===== src/hw/rtl/luinv_pkg.sv =====
// Shared widths, constants and saturation helper for the LU matrix inverse.
// Used by the divider and the top level; depends on nothing.
`default_nettype none

package luinv_pkg;

  localparam int DATA_W = 32;
  localparam int DET_W = 48;
  localparam int IDX_W = 3;
  localparam int ACC_W = 52;
  localparam int NUM_W = 53;
  localparam int DEF_MAX_ORDER = 8;

  localparam logic signed [DATA_W-1:0] ONE_Q16 = 32'sh0001_0000;
  localparam logic signed [DET_W-1:0] ONE_Q24 = 48'sh0000_0100_0000;
  localparam logic signed [DET_W-1:0] DET_MAX = 48'sh7FFF_FFFF_FFFF;
  localparam logic signed [DET_W-1:0] DET_MIN = 48'sh8000_0000_0000;

  function automatic logic signed [DATA_W-1:0] sat32(input logic signed [NUM_W-1:0] v);
    logic signed [NUM_W-1:0] hi;
    logic signed [NUM_W-1:0] lo;
    hi = NUM_W'(32'sh7FFF_FFFF);
    lo = -NUM_W'(33'sh1_0000_0000) + NUM_W'(32'sh8000_0000);
    lo = {{(NUM_W-DATA_W){1'b1}}, 32'h8000_0000};
    if (v > hi) begin
      sat32 = 32'sh7FFF_FFFF;
    end else if (v < lo) begin
      sat32 = 32'sh8000_0000;
    end else begin
      sat32 = v[DATA_W-1:0];
    end
  endfunction

endpackage

`default_nettype wire


===== src/hw/rtl/luinv_div.sv =====
// Restoring Q16.16 divider, one quotient bit per cycle, saturating result.
// Depends on luinv_pkg.
`default_nettype none

module luinv_div import luinv_pkg::*; (
  input  wire logic                     clk,
  input  wire logic                     rst,
  input  wire logic                     start,
  input  wire logic signed [NUM_W-1:0]  num,
  input  wire logic signed [DATA_W-1:0] den,
  output logic                          done,
  output logic signed [DATA_W-1:0]      quo
);

  localparam int NW = NUM_W + 16;
  localparam int TW = NW - 33;

  logic              busy;
  logic [5:0]        cnt;
  logic [31:0]       rem;
  logic [32:0]       sh;
  logic [31:0]       ud;
  logic              neg;

  logic [NUM_W-1:0]  un;
  logic [NW-1:0]     nn;
  logic [TW-1:0]     top;
  logic [31:0]       uden;
  logic [32:0]       t;
  logic              ge;
  logic [31:0]       rem_next;

  function automatic logic signed [31:0] satq(input logic n, input logic ovf,
                                              input logic [32:0] q);
    if (n) begin
      if (ovf || q >= 33'h0_8000_0000) begin
        satq = 32'sh8000_0000;
      end else begin
        satq = -$signed(q[31:0]);
      end
    end else if (ovf || q[32] || q[31]) begin
      satq = 32'sh7FFF_FFFF;
    end else begin
      satq = $signed(q[31:0]);
    end
  endfunction

  always_comb begin
    un = num[NUM_W-1] ? NUM_W'(-num) : NUM_W'(num);
    nn = {un, 16'b0};
    top = nn[NW-1:33];
    uden = den[DATA_W-1] ? 32'(-den) : 32'(den);
    t = {rem, sh[32]};
    ge = t >= {1'b0, ud};
    rem_next = ge ? 32'(t - {1'b0, ud}) : t[31:0];
  end

  always_ff @(posedge clk) begin
    if (rst) begin
      busy <= 1'b0;
      done <= 1'b0;
      cnt <= '0;
    end else begin
      done <= 1'b0;
      if (start) begin
        neg <= num[NUM_W-1] ^ den[DATA_W-1];
        ud <= uden;
        if (top >= TW'(uden)) begin
          quo <= satq(num[NUM_W-1] ^ den[DATA_W-1], 1'b1, 33'b0);
          done <= 1'b1;
        end else begin
          rem <= top[31:0];
          sh <= nn[32:0];
          cnt <= 6'd33;
          busy <= 1'b1;
        end
      end else if (busy) begin
        rem <= rem_next;
        sh <= {sh[31:0], ge};
        cnt <= cnt - 6'd1;
        if (cnt == 6'd1) begin
          busy <= 1'b0;
          done <= 1'b1;
          quo <= satq(neg, 1'b0, {sh[31:0], ge});
        end
      end
    end
  end

endmodule

`default_nettype wire


===== config.mk =====
export PLATFORM = sky130hd
export DESIGN_NAME = luinv_div
export DESIGN_NICKNAME = d
export VERILOG_FILES = /design/src/hw/rtl/luinv_pkg.sv /design/src/hw/rtl/luinv_div.sv
export SDC_FILE = /design/constraint.sdc
export NUM_CORES = 1
export LEC_CHECK = 0
export BUFFER_PORTS_ARGS = -buffer_cell sky130_fd_sc_hd__buf_2
export CORE_ASPECT_RATIO = 0.8
export CORE_MARGIN = 2
export CORE_UTILIZATION = 41
export CTS_CLUSTER_SIZE = 16
export DETAILED_ROUTE_END_ITERATION = 7
export PLACE_DENSITY = 0.69
export SYNTH_ARGS = -nofsm -noshare
export SYNTH_HDL_FRONTEND = slang
export SYNTH_SLANG_ARGS = --single-unit

===== constraint.sdc =====
create_clock -name clk -period 9.1 [get_ports clk]
set_input_delay 1.365 -clock clk [delete_from_list [all_inputs] [get_ports clk]]
set_output_delay 1.365 -clock clk [all_outputs]
set_load 0.005 [all_outputs]

==> flow_summary_export.csv <==
group,metric,value,unit
worst_setup_path,cp.arrival,7.02,ns
timing,worst_pin_slew,1.02,ns
worst_setup_path,slowest_stage,"a21oi_4",
synth,yosys.area.top_type,"edfxtp_1",
route,via_per_inst,5.99,
cells_and_area,regArea,0.00406,sq mm
timing,fin_skew,0.0142,ns
timing,hold_viol,0,
worst_setup_path,r2r_slack,2.78,ns
clock_network,postCtsResizedCells,0,
route,dr.first_iter.drc_count,1094,
worst_setup_path,crit_type,"in2reg",
clock_network,htree_levels,4,
worst_setup_path,worstPathRequired,9.20,ns
route,drc,0,
floorplanning,pin_count,121,
global_route,grt_pass1_wl,52000,um
cells_and_area,multi_input_area,0.00654,sq mm
timing,relSlewSlack,32.0,%
timing,finalSetupViolations,0,
timing,max_freq,145,MHz
power_and_ir_drop,leakagePower,4.86,nW
cells_and_area,area.growth.synth_to_final,13.7,%
timing,finalCriticalPeriod,6.92,ns
worst_setup_path,cp_top_family,"simple AND/OR/NAND/NOR gates",
route,first_pass_iters,5,
floorplanning,core_area,0.0265,sq mm
global_route,grt_pass1_vias,9255,
synth,synth_top_area_share,35.0,%
worst_setup_path,path_cells,"buf_2, or2_1, or4_1, or4b_1, nand2b_1, or4_1, or4_4, o31ai_4, xor2_1, ha_1, a21o_1, a21o_1, a22oi_1, nand2_1, a21oi_1, o2111ai_1, or2_4, a21oi_4, buf_12",
synth,syn-cell-area,0.0111,sq mm
synth,synth_edf_count,130,
worst_setup_path,setup.worst_path.end_class,"register",
clock_network,clk_latency,0.43,ns
global_route,antenna_found_initial,3,
outcome,status,"complete, no violations",
timing,slew_violations,0,
worst_setup_path,critPathMaxFanout,48,
synth,synthFlopType,"edfxtp_1",
worst_setup_path,path_buf_inv,2,
worst_setup_path,endpoint,"sh[11]",
synth,yosysWarnings,0,
synth,syn_nets,1393,
global_route,grt_max_degree,64,
power_and_ir_drop,power.density,148,mW/mm^2
place,io_buffers,120,
global_route,grt_use_total,23.2,%
synth,async_reset_ff_share,0,%
timing,whs,0.516,ns
worst_setup_path,reg2regPathDepth,18,
cells_and_area,nFillCells,2550,
synth,syn_area_per_cell,9.02,sq um
min_path,min_path_type,"reg2reg",
clock_network,path_clk_slew,0.07,ns
clock_network,cts_made_buffers,17,
place,gp_congestion,0.913,
synth,synthMostInstantiatedCell,"edfxtp_1",
synth,yosys-top-cells-count,"edfxtp_1, nor2_1, inv_1, o21ai_0, a21oi_1",
synth,yosys-top-cells-area,"edfxtp_1, ha_1, xnor2_1",
worst_setup_path,slowest_delay,0.64,ns
clock_network,cts_hold_buf,0,
power_and_ir_drop,ir_worst_vdd,108,uV
route,wl_per_cell,19.3,um
synth,yosysSeqAreaShare,36.5,%
timing,rsz0062_at_grt,"false",
floorplanning,die_h,151,um
clock_network,clkSinkCount,138,
worst_setup_path,crit_start,"den[0]",
timing,fin_tns_setup,0,ns
synth,syn_inst,1235,
clock_network,clockBufferDepth,2,
worst_setup_path,worstReg2RegStart,"rem[25]",
clock_network,cts_tree,"yes",
synth,ys_types,73,
floorplanning,design.die.area,0.0285,sq mm
floorplanning,die_x,188,um
clock_network,cts_root_buffer,"clkbuf_16",
worst_setup_path,timing.rr.end,"quo[30]",
route,detail-route-antenna-nets,0,
synth,synth_seq_cells,138,
floorplanning,rows,53,
route,postRouteWirelength,32600,um
clock_network,post_cts_buffers,0,
floorplanning,start_util,42.0,%
flow_run,max-cap-violations,0,
place,dp_hpwl,24200,um
global_route,grt-ovfl-total,0,
cells_and_area,finalNetCount,1478,
route,dr_total_vias,10100,
worst_setup_path,cp.depth,19,
worst_setup_path,cp-start-kind,"primary input",
cells_and_area,drive_gt1_share,16.4,%
timing,fin_crit_sh,76.0,%
worst min path at each step:
stage / slack, ns / from / depth (start not counted) / to
finish: 0.52 / cnt[3] / 2 / cnt[3]
global route: 0.54 / cnt[1] / 2 / cnt[1]
CTS: 0.52 / cnt[3] / 2 / cnt[3]
detailed placement: 0.51 / cnt[3] / 2 / cnt[3]
global placement: 0.50 / cnt[3] / 2 / cnt[3]
floorplan: 0.47 / cnt[4] / 2 / cnt[4]
sequential cells by signal (all words and copies together) (netlist names):
name,cells
cnt,6
busy,1
quo,32
ud,32
done,1
sh,33
neg,1
rem,32
layer usage:
layer  part of all wire [%]  wire (um)  vias up  global-route usage [%]
li1                       -          -     4798                       -
met1                     48      15500     4801                    35.5
met2                     41      13500      503                    33.5
met3                    9.6       3130       36                    4.88
met4                    1.5        476        2                    4.84
met5                  0.021          7        -                       0
stage by stage:
| step | util, % | setup WS [ns] | instances | total power [mW] | area (sq um) |
|---|---|---|---|---|---|
| finish | 47.8 | 2.18 | 1692 | 1.88 | 12700 |
| global route | 47.8 | 1.88 | 1692 | 1.96 | 12700 |
| CTS | 47.8 | 2.21 | 1690 | 1.88 | 12700 |
| detailed placement | 45.4 | 1.78 | 1658 | 1.15 | 12100 |
| global placement | 45.4 | 1.85 | 1658 | 1.14 | 12100 |
| floorplan | - | 1.26 | 1235 | 1.01 | 11100 |
layout by cell type (no fill, tap or decap), types with 8 or more instances in the layout:
cell type / instances
edfxtp_1: 130
buf_2: 120
nor2_1: 105
inv_1: 81
o21ai_0: 81
a21oi_1: 75
nand2_1: 71
ha_1: 69
xnor2_1: 58
xor2_1: 46
nor3_1: 37
o31ai_1: 31
or3_1: 30
nor2b_1: 26
a21o_1: 23
o41ai_1: 22
nand4_1: 20
mux2_2: 19
or2_2: 18
clkbuf_16: 17
or4_1: 16
nand3_1: 16
nor4_1: 14
a211oi_1: 13
a31oi_1: 13
o211ai_1: 10
buf_4: 10
and3_1: 9
a221oi_1: 9
o21a_1: 9
o31a_1: 8
dfxtp_1: 8
kinds of logic after synthesis:
group / count (synthesis) / share of synthesized area, %
flops: 138 / 36.5
simple gates: 411 / 19.6
buf+inv: 146 / 4.95
fa+ha+maj: 70 / 7.93
mux: 22 / 2.19
compound gates: 344 / 20.7
xor+xnor: 104 / 8.17
worst register-to-register path, stage by stage (launching register included):
cell and delay [ns]:
edfxtp_1 0.40, ha_1 0.39, a21o_1 0.20, a21o_1 0.18, a21o_1 0.20, nand4_1 0.09, nand3_1 0.72, or2_2 0.60
buf_4 0.30, inv_1 0.15, ha_1 0.19, nor2b_1 0.34, nand4_1 0.29, or3_4 0.46, or4_4 0.43, or3_4 0.36
or3_1 0.32, a221oi_1 0.33, o21ai_1 0.09
where the power goes:
| group | internal (mW) | switching, mW |
|---|---|---|
| Clock | 0.437 | 0.302 |
| Sequential | 0.729 | 0.00791 |
| Combinational | 0.160 | 0.247 |
| Total | 1.33 | 0.557 |
final cells by class:
class	count	area share [%]
sequential	138	32.1
inverter	81	2.40
clock buffer	17	3.36
timing repair buffer	131	5.49
tap	357	3.52
multi-input combinational	951	51.6
antenna	2	0.0395
clock inverter	15	1.51
Note: power is estimated with default switching activity, not from simulation.
